$ cat config.mk
export PLATFORM = sky130hd
export DESIGN_NAME = kmp_stream_matcher
export DESIGN_NICKNAME = d
export VERILOG_FILES = /design/src/sv/kmp_pkg.sv /design/src/sv/kmp_tables.sv /design/src/sv/kmp_engine.sv /design/src/sv/kmp_stream_matcher.sv
export VERILOG_INCLUDE_DIRS = /design/src /design/src/sv
export SDC_FILE = /design/constraint.sdc
export NUM_CORES = 2
export LEC_CHECK = 0
export ABC_AREA = 0
export ABC_CLOCK_PERIOD_IN_PS = 5300
export BUFFER_PORTS_ARGS = -buffer_cell sky130_fd_sc_hd__buf_2
export CAP_MARGIN = 20
export CORE_AREA = 5 5 342 680
export CTS_CLUSTER_DIAMETER = 150
export DETAILED_ROUTE_END_ITERATION = 8
export DIE_AREA = 0 0 347 685
export GPL_TIMING_DRIVEN = 1
export PLACE_DENSITY = 0.55
export SETUP_SLACK_MARGIN = 0.1
export SLEW_MARGIN = 20
export SYNTH_ARGS = -nofsm -noshare
export SYNTH_HDL_FRONTEND = slang
export SYNTH_SLANG_ARGS = --single-unit
$ cat constraint.sdc
create_clock -name aclk -period 5.3 [get_ports aclk]
set_clock_uncertainty 0.15 [all_clocks]
set_input_delay 1.59 -clock aclk [delete_from_list [all_inputs] [get_ports aclk]]
set_output_delay 1.59 -clock aclk [all_outputs]
set_load 0.005 [all_outputs]
$ cat src/sv/assert_macros.svh
// ----------------------------------------------------------------------------
// assertion macros
// concurrent checks that compile away when SYNTH is defined
// ----------------------------------------------------------------------------
`ifndef ASSERT_MACROS_SVH
`define ASSERT_MACROS_SVH

`ifndef SYNTH

// property must hold at every clock edge outside reset
`define ASSERT_PROP(name, clk, rst_n, prop, msg) \
    name: assert property (@(posedge clk) disable iff (!(rst_n)) (prop)) else $error(msg);

// condition must never be seen at a clock edge outside reset
`define ASSERT_NEVER(name, clk, rst_n, cond, msg) \
    name: assert property (@(posedge clk) disable iff (!(rst_n)) !(cond)) else $error(msg);

`else

`define ASSERT_PROP(name, clk, rst_n, prop, msg)
`define ASSERT_NEVER(name, clk, rst_n, cond, msg)

`endif

`endif

$ cat src/sv/kmp_pkg.sv
// ----------------------------------------------------------------------------
// kmp_pkg
// shared constants, codes and types of the kmp stream matcher
// ----------------------------------------------------------------------------
package kmp_pkg;

    localparam int MAX_PATTERN   = 64;
    localparam int POSITION_BITS = 32;

    localparam int SYM_W   = 16;
    localparam int START_W = 32;
    localparam int MODE_W  = 2;
    localparam int STAT_W  = 2;

    // lengths run from 0 to MAX_PATTERN inclusive
    localparam int LEN_W   = $clog2(MAX_PATTERN + 1);
    localparam int PAT_AW  = (MAX_PATTERN > 1) ? $clog2(MAX_PATTERN) : 1;

    localparam int IN_TDATA_W  = ((SYM_W + 7) / 8) * 8;
    localparam int IN_TUSER_W  = MODE_W + 1;
    localparam int OUT_TDATA_W = ((1 + START_W + 7) / 8) * 8;
    localparam int OUT_PAD_W   = OUT_TDATA_W - 1 - START_W;

    localparam logic [MODE_W-1:0] MODE_LOAD    = 2'd0;
    localparam logic [MODE_W-1:0] MODE_TEXT    = 2'd1;
    localparam logic [MODE_W-1:0] MODE_RESTART = 2'd2;

    localparam logic [STAT_W-1:0] ST_OK         = 2'd0;
    localparam logic [STAT_W-1:0] ST_TOO_LONG   = 2'd1;
    localparam logic [STAT_W-1:0] ST_NO_PATTERN = 2'd2;

    typedef struct packed {
        logic [LEN_W-1:0]  rd_addr;
        logic              pat_we;
        logic [PAT_AW-1:0] pat_waddr;
        logic [SYM_W-1:0]  pat_wdata;
        logic              fail_we;
        logic [LEN_W-1:0]  fail_waddr;
        logic [LEN_W-1:0]  fail_wdata;
    } tbl_req_t;

    typedef struct packed {
        logic               found;
        logic [START_W-1:0] start;
        logic [STAT_W-1:0]  status;
    } res_t;

endpackage

$ cat src/sv/kmp_tables.sv
// ----------------------------------------------------------------------------
// kmp_tables
// pattern store and failure table, one write and one registered read each
// ----------------------------------------------------------------------------
module kmp_tables (
    input  logic                                aclk,
    input  kmp_pkg::tbl_req_t                   req,
    output logic [kmp_pkg::SYM_W-1:0]           pat_rd,
    output logic [kmp_pkg::LEN_W-1:0]           fail_rd
);
    import kmp_pkg::*;

    logic [SYM_W-1:0] pat_mem  [MAX_PATTERN];
    logic [LEN_W-1:0] fail_mem [MAX_PATTERN + 1];

    always_ff @(posedge aclk) begin
        if (req.pat_we) begin
            pat_mem[req.pat_waddr] <= req.pat_wdata;
        end
        // address equal to MAX_PATTERN wraps here, its data is never used
        pat_rd <= pat_mem[req.rd_addr[PAT_AW-1:0]];
    end

    always_ff @(posedge aclk) begin
        if (req.fail_we) begin
            fail_mem[req.fail_waddr] <= req.fail_wdata;
        end
        fail_rd <= fail_mem[req.rd_addr];
    end

endmodule

$ cat src/sv/kmp_engine.sv
// ----------------------------------------------------------------------------
// kmp_engine
// sequencer around one symbol compare that walks the failure chain
// ----------------------------------------------------------------------------
`include "assert_macros.svh"

module kmp_engine (
    input  logic                            aclk,
    input  logic                            aresetn,
    input  logic                            in_valid,
    output logic                            in_ready,
    input  logic [kmp_pkg::MODE_W-1:0]      in_mode,
    input  logic                            in_first,
    input  logic [kmp_pkg::SYM_W-1:0]       in_symbol,
    output kmp_pkg::tbl_req_t               tbl_req,
    input  logic [kmp_pkg::SYM_W-1:0]       pat_rd,
    input  logic [kmp_pkg::LEN_W-1:0]       fail_rd,
    input  logic                            out_free,
    output logic                            res_valid,
    output kmp_pkg::res_t                   res
);
    import kmp_pkg::*;

    typedef enum logic [2:0] {
        S_IDLE,
        S_FIX,
        S_CMP,
        S_FALL,
        S_FIN
    } state_t;

    state_t                   state_reg, state_next;
    logic                     load_reg, load_next;
    logic [SYM_W-1:0]         sym_reg, sym_next;
    logic [LEN_W-1:0]         k_reg, k_next;
    logic [LEN_W-1:0]         len_reg, len_next;
    logic [LEN_W-1:0]         bp_reg, bp_next;
    logic [LEN_W-1:0]         matched_reg, matched_next;
    logic [POSITION_BITS-1:0] pos_reg, pos_next;
    logic [STAT_W-1:0]        stat_reg, stat_next;

    logic                     eq;
    logic                     step_back;
    logic [LEN_W-1:0]         k_inc;
    logic [LEN_W-1:0]         load_idx;
    logic [POSITION_BITS-1:0] start_pos;

    // the shared compare: one pattern unit against the held symbol
    assign eq        = (pat_rd == sym_reg);
    assign step_back = (k_reg != '0) && !eq;
    assign k_inc     = k_reg + LEN_W'(eq);
    assign load_idx  = in_first ? '0 : len_reg;
    assign start_pos = pos_reg - POSITION_BITS'(len_reg) + POSITION_BITS'(1);

    assign in_ready = (state_reg == S_IDLE);

    always_comb begin
        state_next   = state_reg;
        load_next    = load_reg;
        sym_next     = sym_reg;
        k_next       = k_reg;
        len_next     = len_reg;
        bp_next      = bp_reg;
        matched_next = matched_reg;
        pos_next     = pos_reg;
        stat_next    = stat_reg;

        tbl_req            = '0;
        tbl_req.rd_addr    = k_reg;
        tbl_req.pat_wdata  = in_symbol;
        tbl_req.pat_waddr  = load_idx[PAT_AW-1:0];
        tbl_req.fail_waddr = len_reg + LEN_W'(1);
        tbl_req.fail_wdata = k_inc;

        res_valid = 1'b0;
        res       = '0;

        case (state_reg)
            S_IDLE: begin
                if (in_valid) begin
                    sym_next  = in_symbol;
                    stat_next = ST_OK;
                    state_next = S_FIN;
                    case (in_mode)
                        MODE_LOAD: begin
                            load_next = 1'b1;
                            if (in_first) begin
                                len_next     = '0;
                                bp_next      = '0;
                                matched_next = '0;
                            end
                            if (load_idx >= LEN_W'(MAX_PATTERN)) begin
                                stat_next = ST_TOO_LONG;
                            end else begin
                                tbl_req.pat_we = 1'b1;
                                if (load_idx == '0) begin
                                    tbl_req.fail_we    = 1'b1;
                                    tbl_req.fail_waddr = LEN_W'(1);
                                    tbl_req.fail_wdata = '0;
                                    bp_next            = '0;
                                    len_next           = LEN_W'(1);
                                end else begin
                                    k_next          = bp_reg;
                                    tbl_req.rd_addr = bp_reg;
                                    state_next      = S_CMP;
                                end
                            end
                        end
                        MODE_TEXT: begin
                            load_next = 1'b0;
                            if (len_reg == '0) begin
                                stat_next = ST_NO_PATTERN;
                                pos_next  = pos_reg + POSITION_BITS'(1);
                            end else if (matched_reg >= len_reg) begin
                                tbl_req.rd_addr = len_reg;
                                state_next      = S_FIX;
                            end else begin
                                k_next          = matched_reg;
                                tbl_req.rd_addr = matched_reg;
                                state_next      = S_CMP;
                            end
                        end
                        MODE_RESTART: begin
                            pos_next     = '0;
                            matched_next = '0;
                        end
                        default: begin
                        end
                    endcase
                end
            end
            S_FIX: begin
                k_next          = fail_rd;
                tbl_req.rd_addr = fail_rd;
                state_next      = S_CMP;
            end
            S_CMP: begin
                if (step_back) begin
                    k_next          = fail_rd;
                    tbl_req.rd_addr = fail_rd;
                end else if (load_reg) begin
                    if (out_free) begin
                        tbl_req.fail_we = 1'b1;
                        bp_next         = k_inc;
                        len_next        = len_reg + LEN_W'(1);
                        res_valid       = 1'b1;
                        state_next      = S_IDLE;
                    end
                end else if (k_inc == len_reg) begin
                    // full match: fetch the border to fall back to
                    k_next          = k_inc;
                    tbl_req.rd_addr = k_inc;
                    state_next      = S_FALL;
                end else if (out_free) begin
                    matched_next = k_inc;
                    pos_next     = pos_reg + POSITION_BITS'(1);
                    res_valid    = 1'b1;
                    state_next   = S_IDLE;
                end
            end
            S_FALL: begin
                if (out_free) begin
                    matched_next = fail_rd;
                    pos_next     = pos_reg + POSITION_BITS'(1);
                    res_valid    = 1'b1;
                    res.found    = 1'b1;
                    res.start    = START_W'(start_pos);
                    state_next   = S_IDLE;
                end
            end
            S_FIN: begin
                if (out_free) begin
                    res_valid  = 1'b1;
                    res.status = stat_reg;
                    state_next = S_IDLE;
                end
            end
            default: begin
                state_next = S_IDLE;
            end
        endcase
    end

    always_ff @(posedge aclk) begin
        if (!aresetn) begin
            state_reg   <= S_IDLE;
            len_reg     <= '0;
            bp_reg      <= '0;
            matched_reg <= '0;
            pos_reg     <= '0;
        end else begin
            state_reg   <= state_next;
            len_reg     <= len_next;
            bp_reg      <= bp_next;
            matched_reg <= matched_next;
            pos_reg     <= pos_next;
        end
        load_reg <= load_next;
        sym_reg  <= sym_next;
        k_reg    <= k_next;
        stat_reg <= stat_next;
    end

    `ASSERT_NEVER(a_k_below_len, aclk, aresetn, (state_reg == S_CMP) && (k_reg >= len_reg), "match length walked past pattern length")
    `ASSERT_NEVER(a_border_proper, aclk, aresetn, (len_reg != '0) && (bp_reg >= len_reg), "pattern border not proper")
    `ASSERT_NEVER(a_matched_range, aclk, aresetn, (len_reg != '0) && (matched_reg >= len_reg), "stored match length not below pattern length")
    `ASSERT_NEVER(a_no_lost_result, aclk, aresetn, res_valid && !out_free, "result issued into a full output register")
    `ASSERT_PROP(a_len_bounded, aclk, aresetn, len_reg <= LEN_W'(MAX_PATTERN), "pattern length beyond store")

endmodule

$ cat src/sv/kmp_stream_matcher.sv
// ----------------------------------------------------------------------------
// kmp_stream_matcher
// knuth-morris-pratt matcher over 16-bit code units with a streamed pattern
// ----------------------------------------------------------------------------
// Every input transfer gives exactly one result transfer. A load transfer
// appends one pattern unit (first_unit starts a new pattern) and extends the
// failure table; a text transfer reports whether an occurrence ends there and
// its start position. Items are handled one at a time by a single compare
// that reads one pattern unit per cycle from the pattern store while not
// stalled, one per failure-chain step; a text item that completes a match
// also passes a fall-back state, and restart and rejected items a finish
// state. The next item is taken while the previous result still sits in
// the output register; the block stalls only when that register is still
// full at the end of an item.
module kmp_stream_matcher (
    input  logic                                aclk,
    input  logic                                aresetn,
    input  logic                                s_tvalid,
    output logic                                s_tready,
    // symbol
    input  logic [kmp_pkg::IN_TDATA_W-1:0]      s_tdata,
    // mode [1:0], first_unit [2]
    input  logic [kmp_pkg::IN_TUSER_W-1:0]      s_tuser,
    output logic                                m_tvalid,
    input  logic                                m_tready,
    // match_found [0], match_start [32:1], zero pad above
    output logic [kmp_pkg::OUT_TDATA_W-1:0]     m_tdata,
    // status
    output logic [kmp_pkg::STAT_W-1:0]          m_tuser
);
    import kmp_pkg::*;

    tbl_req_t         tbl_req;
    logic [SYM_W-1:0] pat_rd;
    logic [LEN_W-1:0] fail_rd;
    logic             out_free;
    logic             res_valid;
    res_t             res;

    logic             out_valid_reg, out_valid_next;
    res_t             out_reg, out_next;

    assign out_free = !out_valid_reg || m_tready;

    kmp_tables u_tables (
        .aclk    (aclk),
        .req     (tbl_req),
        .pat_rd  (pat_rd),
        .fail_rd (fail_rd)
    );

    kmp_engine u_engine (
        .aclk      (aclk),
        .aresetn   (aresetn),
        .in_valid  (s_tvalid),
        .in_ready  (s_tready),
        .in_mode   (s_tuser[MODE_W-1:0]),
        .in_first  (s_tuser[MODE_W]),
        .in_symbol (s_tdata[SYM_W-1:0]),
        .tbl_req   (tbl_req),
        .pat_rd    (pat_rd),
        .fail_rd   (fail_rd),
        .out_free  (out_free),
        .res_valid (res_valid),
        .res       (res)
    );

    // output register parts the result side from the sequencer
    always_comb begin
        out_valid_next = out_valid_reg;
        out_next       = out_reg;
        if (m_tready) begin
            out_valid_next = 1'b0;
        end
        if (res_valid) begin
            out_valid_next = 1'b1;
            out_next       = res;
        end
    end

    always_ff @(posedge aclk) begin
        if (!aresetn) begin
            out_valid_reg <= 1'b0;
        end else begin
            out_valid_reg <= out_valid_next;
        end
        out_reg <= out_next;
    end

    assign m_tvalid = out_valid_reg;
    assign m_tdata  = {{OUT_PAD_W{1'b0}}, out_reg.start, out_reg.found};
    assign m_tuser  = out_reg.status;

endmodule
Word level (Yosys, flattened, before mapping)
Memories as Yosys holds them, arrays and structs flattened. A register that Yosys moved wholly into a read port is not among the register bits.
Cells that the tools add are included.
Word-level totals
  bits in registers: 118
  RAM bits: 1479
  input port bits: 23
  output and inout port bits: 44
  logic and storage cells: 157
  memories: 2
Memory list
  u_tables.pat_mem: depth 64, bits a word 16, read ports 1, clocked after Yosys merged registers in 1, write ports 1, line kmp_tables.sv:13  | logic [SYM_W-1:0] pat_mem [MAX_PATTERN];
  u_tables.fail_mem: depth 65, bits a word 7, read ports 1, clocked after Yosys merged registers in 1, write ports 1, line kmp_tables.sv:14  | logic [LEN_W-1:0] fail_mem [MAX_PATTERN + 1];
Cells by class
  $add $sub $neg: 5
  magnitude comparators: 2
  equal/unequal tests: 24
  mux-type cells: 87
  reductions and logical operators: 24
Operators with widths (count)
  two-way mux 7 bit: 32
  two-way mux 32 bit: 6
  case mux 32 bit (3 select lines): 1
  case mux 7 bit (2 select lines): 5
  adder 32 x 1 -> 32 bit (second input constant): 2
  case mux 32 bit (2 select lines): 1
  case mux 7 bit (3 select lines): 3
  two-way mux 15 bit: 4
  two-way mux 33 bit: 1
  subtractor 32 x 7 -> 32 bit: 1
  two-way mux 3 bit: 8
  == test 16 bit: 1
  two-way mux 8 bit: 2
  two-way mux 1 bit: 15
  zero test 7 bit: 2
  two-way mux 14 bit: 1
  inequality test 2 bit (second input constant): 6
  inequality test 3 bit (second input constant): 4
  case mux 3 bit (4 select lines): 1
  AND reduction 6 bit: 2
  inequality test 3 x 1 -> 1 bit (second input constant): 3
  AND reduction 9 bit: 1
  AND reduction 2 bit: 4
  adder 7 x 1 -> 7 bit: 1
  26 further kinds: 35

Depth between registers and ports, before layout
  depth in word-level cells: 9
  mapped depth: 25
  depth with buffers taken out: 18

Modules after synthesis
A second synthesis with hierarchy kept.
Second synthesis, totals
  cells, all modules: 3441
  area total of the unflattened synthesis: 66206.0 um^2
By module, submodules not included
  kmp_tables: instances 1, cells each 2436, area an instance 57438.8 um^2, sequential area each 44873.0 um^2
  kmp_engine: instances 1, cells each 958, area an instance 7611.0 um^2, sequential area each 1901.8 um^2
  kmp_stream_matcher: instances 1, cells each 47, area an instance 1156.1 um^2, sequential area each 1071.0 um^2

Least setup slack after synthesis
OpenSTA, ideal clock, no wires.
  path kind: input port to flip-flop
  start point: in s_tuser[0] in the netlist's numbering
  end point: reg u_tables.pat_rd[6] in the netlist's numbering (read register of u_tables.pat_mem)
  setup time: 0.120 ns
  arrival: 4.730 ns
  data required time: 5.030 ns
  path slack: 0.301 ns
  stages: 17
  buffers on the path: 3
  cell sequence: inv_1 > ha_1 > clkbuf_1 > o21ai_1 > nor2_1 > nand3_1 > mux2i_1 > a211oi_4 > and2_4 > buf_6 > buf_2 > mux2_2 > o22ai_1 > a221oi_1 > a221oi_1 > mux2i_1 > a211o_1
Between the ends
  cells in the longest elaborated chain, start to end: 4
  elaborated cells on any way between the ends: 5
  classes of those cells: eq/ne: 1; mux: 3; reduce/logical: 1
RTL lines
  start, declared: line kmp_stream_matcher.sv:23  | input logic [kmp_pkg::IN_TUSER_W-1:0] s_tuser,
  == test 2 x 1 -> 1 bit / zero test 2 bit (equally long branches): line kmp_engine.sv:84  | case (in_mode)
  case mux 7 bit (2 select lines) *: line kmp_engine.sv:84
  two-way mux 8 bit *: line kmp_engine.sv:80  | if (in_valid) begin
  case mux 7 bit (3 select lines) *: line kmp_engine.sv:78  | case (state_reg)
  end, declared: line kmp_tables.sv:8  | output logic [kmp_pkg::SYM_W-1:0] pat_rd,
Every way passes the cells marked *; elsewhere a longest branch is shown, timed or not.
A chain may end at the register's enable or synchronous reset.

Worst setup path after layout
  start point: reg u_engine.sym_reg[13]
  end point: reg u_tables.pat_rd[3] in the netlist's numbering (read register of u_tables.pat_mem)
Between the ends
  cells in the longest elaborated chain, start to end: 7
  elaborated cells on any way between the ends: 9
  classes of those cells: add/sub: 1; eq/ne: 2; mux: 4; reduce/logical: 2
RTL lines
  start, declared: line kmp_engine.sv:34  | logic [SYM_W-1:0] sym_reg, sym_next;
  start signal, assigned: line kmp_engine.sv:199  | sym_reg <= sym_next;
  == test 16 bit *: line kmp_engine.sv:49  | assign eq = (pat_rd == sym_reg);
  adder 7 x 1 -> 7 bit: line kmp_engine.sv:51  | assign k_inc = k_reg + LEN_W'(eq);
  == test 7 bit: line kmp_engine.sv:149  | end else if (k_inc == len_reg) begin
  two-way mux 7 bit
  two-way mux 7 bit: line kmp_engine.sv:141  | end else if (load_reg) begin
  two-way mux 7 bit *
  case mux 7 bit (3 select lines) *: line kmp_engine.sv:78
Marks and branches as above.

==> results.sh <==
export IMPL_postSynthCellCount=4951
export IMPL_clk_transition_reported_paths_ns=0.06
export IMPL_synth_flop_cell="edfxtp_1"
export IMPL_tritoncts_num_buffers=164
export IMPL_critical_path_peak_fanout=6
export IMPL_timing_critical_path_slowest_stage_cell="or4_4"
export IMPL_wl_met3_microns=11700
export IMPL_run_status="finished, final reports clean"
export IMPL_sequentialPowerShare_pct=41.3
export IMPL_largest_buffer_count_on_any_clock_path=4
export IMPL_report_final_slew_viol_count=0
export IMPL_drt_pass1_iterations=7
export IMPL_synth_area_top_cells="edfxtp_1 (68%), nand2_1 (4.9%), mux2i_1 (2.5%)"
export IMPL_syn_std_cell_area_sq_um=67700
export IMPL_timing_critical_path_to_type="flip-flop"
export IMPL_finalSetupViolations=0
export IMPL_worstPathRequired_ns=5.86
export IMPL_ys_seq_area_share_pct=70.6
export IMPL_initial_utilization_pct=29.8
export IMPL_core_region_area_sq_um=227000
export IMPL_critPathTopFamily="simple AND/OR/NAND/NOR gates"
export IMPL_cp_data_arrival_time_ns=5.82
export IMPL_cts_tree="built"
export IMPL_overflow=0
export IMPL_clockRootBuffer="clkbuf_16"
export IMPL_powerDensity_nw_per_um2=422
export IMPL_worstPathCellList="xnor2_2, nand4_1, nor4_2, buf_4, ha_4, nand3_2, xnor3_1, nor4_4, and4_1, mux2i_1, or4_4, buf_12, nor2_4, buf_6, buf_12, buf_12, buf_12, buf_4, a221oi_2, a221oi_1, mux2i_2, a211o_1"
export IMPL_ios=67
export IMPL_achievable_frequency_mhz=190
export IMPL_layout_setup_ws_ns=0.0332
export IMPL_area_share_of_the_largest_cell_type_after_synthesis_pct=68.3
export IMPL_post_synth_mux_area_share_pct=4.85
export IMPL_postSynthAreaPerCell_sq_um=13.7
export IMPL_ys_warn_count=0
export IMPL_final_critical_period_ns=5.27
export IMPL_cp_start_kind="flip-flop"
export IMPL_routed_wirelength_microns=193000
export IMPL_yosysUniqueCellTypes=89
export IMPL_synth_compound_gate_area_share_pct=7.87
export IMPL_gp_routability_congestion=0.848
export IMPL_p_sw_share_pct=29.4
export IMPL_worst_r2r_startpoint="u_engine.sym_reg[13]$_DFFE_PP_"
export IMPL_floorplan_die_width_microns=347
export IMPL_criticalPathCategory="flip-flop to flip-flop"
export IMPL_post_synth_top_area_cell="edfxtp_1"
export IMPL_route_vias_total=42991
export IMPL_detail_route_drc_violations=0
export IMPL_grt_first_pass_wirelength_microns=280000
export IMPL_postPlaceCellArea_sq_um=75200
export IMPL_met2_routed_length_microns=93400
export IMPL_grt_antenna_before_repair=3
export IMPL_rows=248
export IMPL_die_height_microns=685
export IMPL_hp_class="flip-flop to flip-flop"
export IMPL_vias_in_the_first_global_route=42166
export IMPL_nFillCells=21744
export IMPL_clk_latency_ns=0.83
export IMPL_globalRouteTotalUtil_pct=15.4
export IMPL_clock_sinks=1620
export IMPL_rsz0062_at_grt="yes"
export IMPL_power_frac_clock_pct=31.9
export IMPL_nets=5613
export IMPL_maximum_number_of_pins_on_one_net_before_global_route_repair=78
export IMPL_reported_max_cap_violation_count=0
export IMPL_route_layer_met1_wl_microns=81400
export IMPL_timing_hold_violations_final=0
export IMPL_synth_edff_count=1540
export IMPL_post_detailed_route_via_to_cell_ratio=4.98
export IMPL_switching_power_mw=10.3
export IMPL_critPathMaxStageDelay_ns=0.60
export IMPL_post_place_ws_ns=-0.746
export IMPL_post_route_cells_drive_above_1_share_pct=22.1
export IMPL_top_layer="met4"
export IMPL_drt_first_iter_violations=3957
export IMPL_critical_path_most_common_cell="buf_12"
export IMPL_synth_simple_gate_area_share_pct=11.3
export IMPL_worst_ir_drop_vdd_v=0.000268
export IMPL_sum_of_buffers_and_inverters_on_the_critical_path=7
export IMPL_hold_path_startpoint="u_tables.fail_mem[64][1]$_DFFE_PP_"
export IMPL_antenna_left=0
export IMPL_ctsHoldBuffers=0
export IMPL_synth_top_family_by_area="simple AND/OR/NAND/NOR gates"
export IMPL_routedWlPerCell_microns=22.4
export IMPL_synthArstFlopShare_pct=0
export IMPL_power_report_internal_total_mw=24.8
export IMPL_max_flop_register="u_tables.pat_mem"
export IMPL_worstSetupStartpoint="u_engine.sym_reg[13]$_DFFE_PP_"
export IMPL_finalCritPeriodShare_pct=99.4
export IMPL_post_dp_hpwl_microns=117000
export IMPL_combinationalPowerShare_pct=26.8
export IMPL_finalCoreUtilization_pct=36.6
export IMPL_synthToLayoutAreaGrowth_pct=22.7
export IMPL_largest_register_ffs=1024
export IMPL_final_setup_tns_ns=0
export IMPL_synth_seq_cells=1620
export IMPL_max_h_tree_level=4
export IMPL_dieArea_sq_um=238000
export IMPL_tightest_slew_ns=1.15
export IMPL_p_leak_nw=29.4
export IMPL_post_synth_xor_area_fraction_pct=1.18
export IMPL_fin_area_sq_um=83100
export IMPL_numPortBuffers=59
export IMPL_post_synth_fa_ha_maj_area_fraction_pct=1.41
export IMPL_worst_slew_margin_rel_pct=23.2
## cells in the mapped netlist (12+ instances only)
| cell | count |
|---|---|
| buf_1 | 22 |
| mux2_4 | 14 |
| mux2i_1 | 171 |
| nand4_1 | 26 |
| mux2_2 | 94 |
| a22oi_1 | 35 |
| a211oi_1 | 33 |
| nand2b_1 | 15 |
| dfxtp_1 | 80 |
| nand3_1 | 217 |
| or3_1 | 12 |
| ha_1 | 75 |
| buf_2 | 92 |
| a31oi_1 | 103 |
| a21o_1 | 14 |
| nand2_1 | 885 |
| a211o_1 | 28 |
| o22ai_1 | 77 |
| xnor2_1 | 62 |
| clkbuf_1 | 146 |
| xor2_1 | 19 |
| nor2_1 | 269 |
| inv_1 | 55 |
| and3_1 | 172 |
| buf_6 | 22 |
| a21oi_1 | 185 |
| mux2_1 | 27 |
| o211ai_1 | 14 |
| a311oi_1 | 15 |
| o21ai_0 | 30 |
| and2_1 | 16 |
| edfxtp_1 | 1540 |
| nor3_1 | 63 |
| a221oi_1 | 140 |
| buf_4 | 30 |
## path summary, 6_finish.rpt
path | end | slack, ns | cells past startpoint
worst min-delay path | u_tables.fail_rd[1]$_DFF_P_ | 0.31 | 2
worst min register to register | u_tables.fail_rd[1]$_DFF_P_ | 0.31 | 2
worst max register to register | u_tables.pat_rd[3]$_DFF_P_ | 0.03 | 22
worst max-delay path | u_tables.pat_rd[3]$_DFF_P_ | 0.03 | 22
## metal layers
layer	global-route usage, %	vias to the layer above
met5	0	-
met4	5.71	0
met2	25.4	1400
met1	20.6	21486
met3	2.39	286
li1	-	19819
## final cells by class
class / instances / area [sq um] / share of cell area, %
clock buffers: 216 / 4400 / 5.30
diodes: 1 / 2.50 / 0.00301
well taps: 3000 / 3750 / 4.52
flip-flops and latches: 1620 / 47800 / 57.6
repair buffers: 706 / 6720 / 8.09
multi-input cells: 2961 / 19500 / 23.4
inverters: 61 / 234 / 0.282
clock inverters: 70 / 666 / 0.801
## worst reg2reg max path, stage by stage (launching register included)
cell and delay (ns):
edfxtp_1 0.41, xnor2_2 0.18, nand4_1 0.11, nor4_2 0.28, buf_4 0.21, ha_4 0.17, nand3_2 0.11, xnor3_1 0.31
nor4_4 0.32, and4_1 0.28, mux2i_1 0.11, or4_4 0.60, buf_12 0.17, nor2_4 0.14, buf_6 0.12, buf_12 0.12
buf_12 0.13, buf_12 0.12, buf_4 0.11, a221oi_2 0.08, a221oi_1 0.42, mux2i_2 0.18, a211o_1 0.31
## timing repair
item	4_1_cts	5_1_grt
hold endpoints to repair	0	0
resized for setup	126	183
gates cloned	11	9
buffers inserted	30	44
setup endpoints to repair	23	23
pin swaps	29	55
## cell usage in the layout, fill, tap and decap left out, types with 35 or more instances in the layout
cell type and n:
a21oi_1 182, a221oi_1 55, a221oi_2 80, a22oi_1 35
a31oi_1 98, and3_1 171, buf_12 64, buf_2 55
buf_4 511, buf_6 36, clkbuf_1 44, clkbuf_16 175
clkinv_1 37, dfxtp_1 79, edfxtp_1 1540, ha_1 73
inv_1 55, mux2_2 91, mux2i_1 156, nand2_1 883
nand3_1 214, nor2_1 255, nor3_1 52, o22ai_1 61
xnor2_1 55
## power groups by stage
stage                     logic, mW  registers, mW  clock network, mW
after global placement         7.81           14.8                  0
after CTS                      8.61           14.5               11.4
final                          9.40           14.5               11.2
after detailed placement       7.82           14.8                  0
after global routing           9.94           14.5               12.0
after floorplan                4.21           14.7                  0
## cells by family after synthesis
kind of cell	Yosys count
buf+inv	377
simple gates	1724
xor+xnor	85
fa+ha+maj	76
flops	1620
other cells	1
mux	306
compound gates	762
## stage by stage
step | total power [mW] | cells | hold WS, ns
5_1_grt | 36.4 | 8634 | 0.337
6_report | 35.1 | 8635 | 0.307
2_1_floorplan | 18.9 | 4957 | 0.271
3_3_place_gp | 22.6 | 8259 | 0.281
4_1_cts | 34.5 | 8586 | 0.308
3_5_place_dp | 22.6 | 8259 | 0.294
No activity file was read; power rests on OpenSTA's default activity.
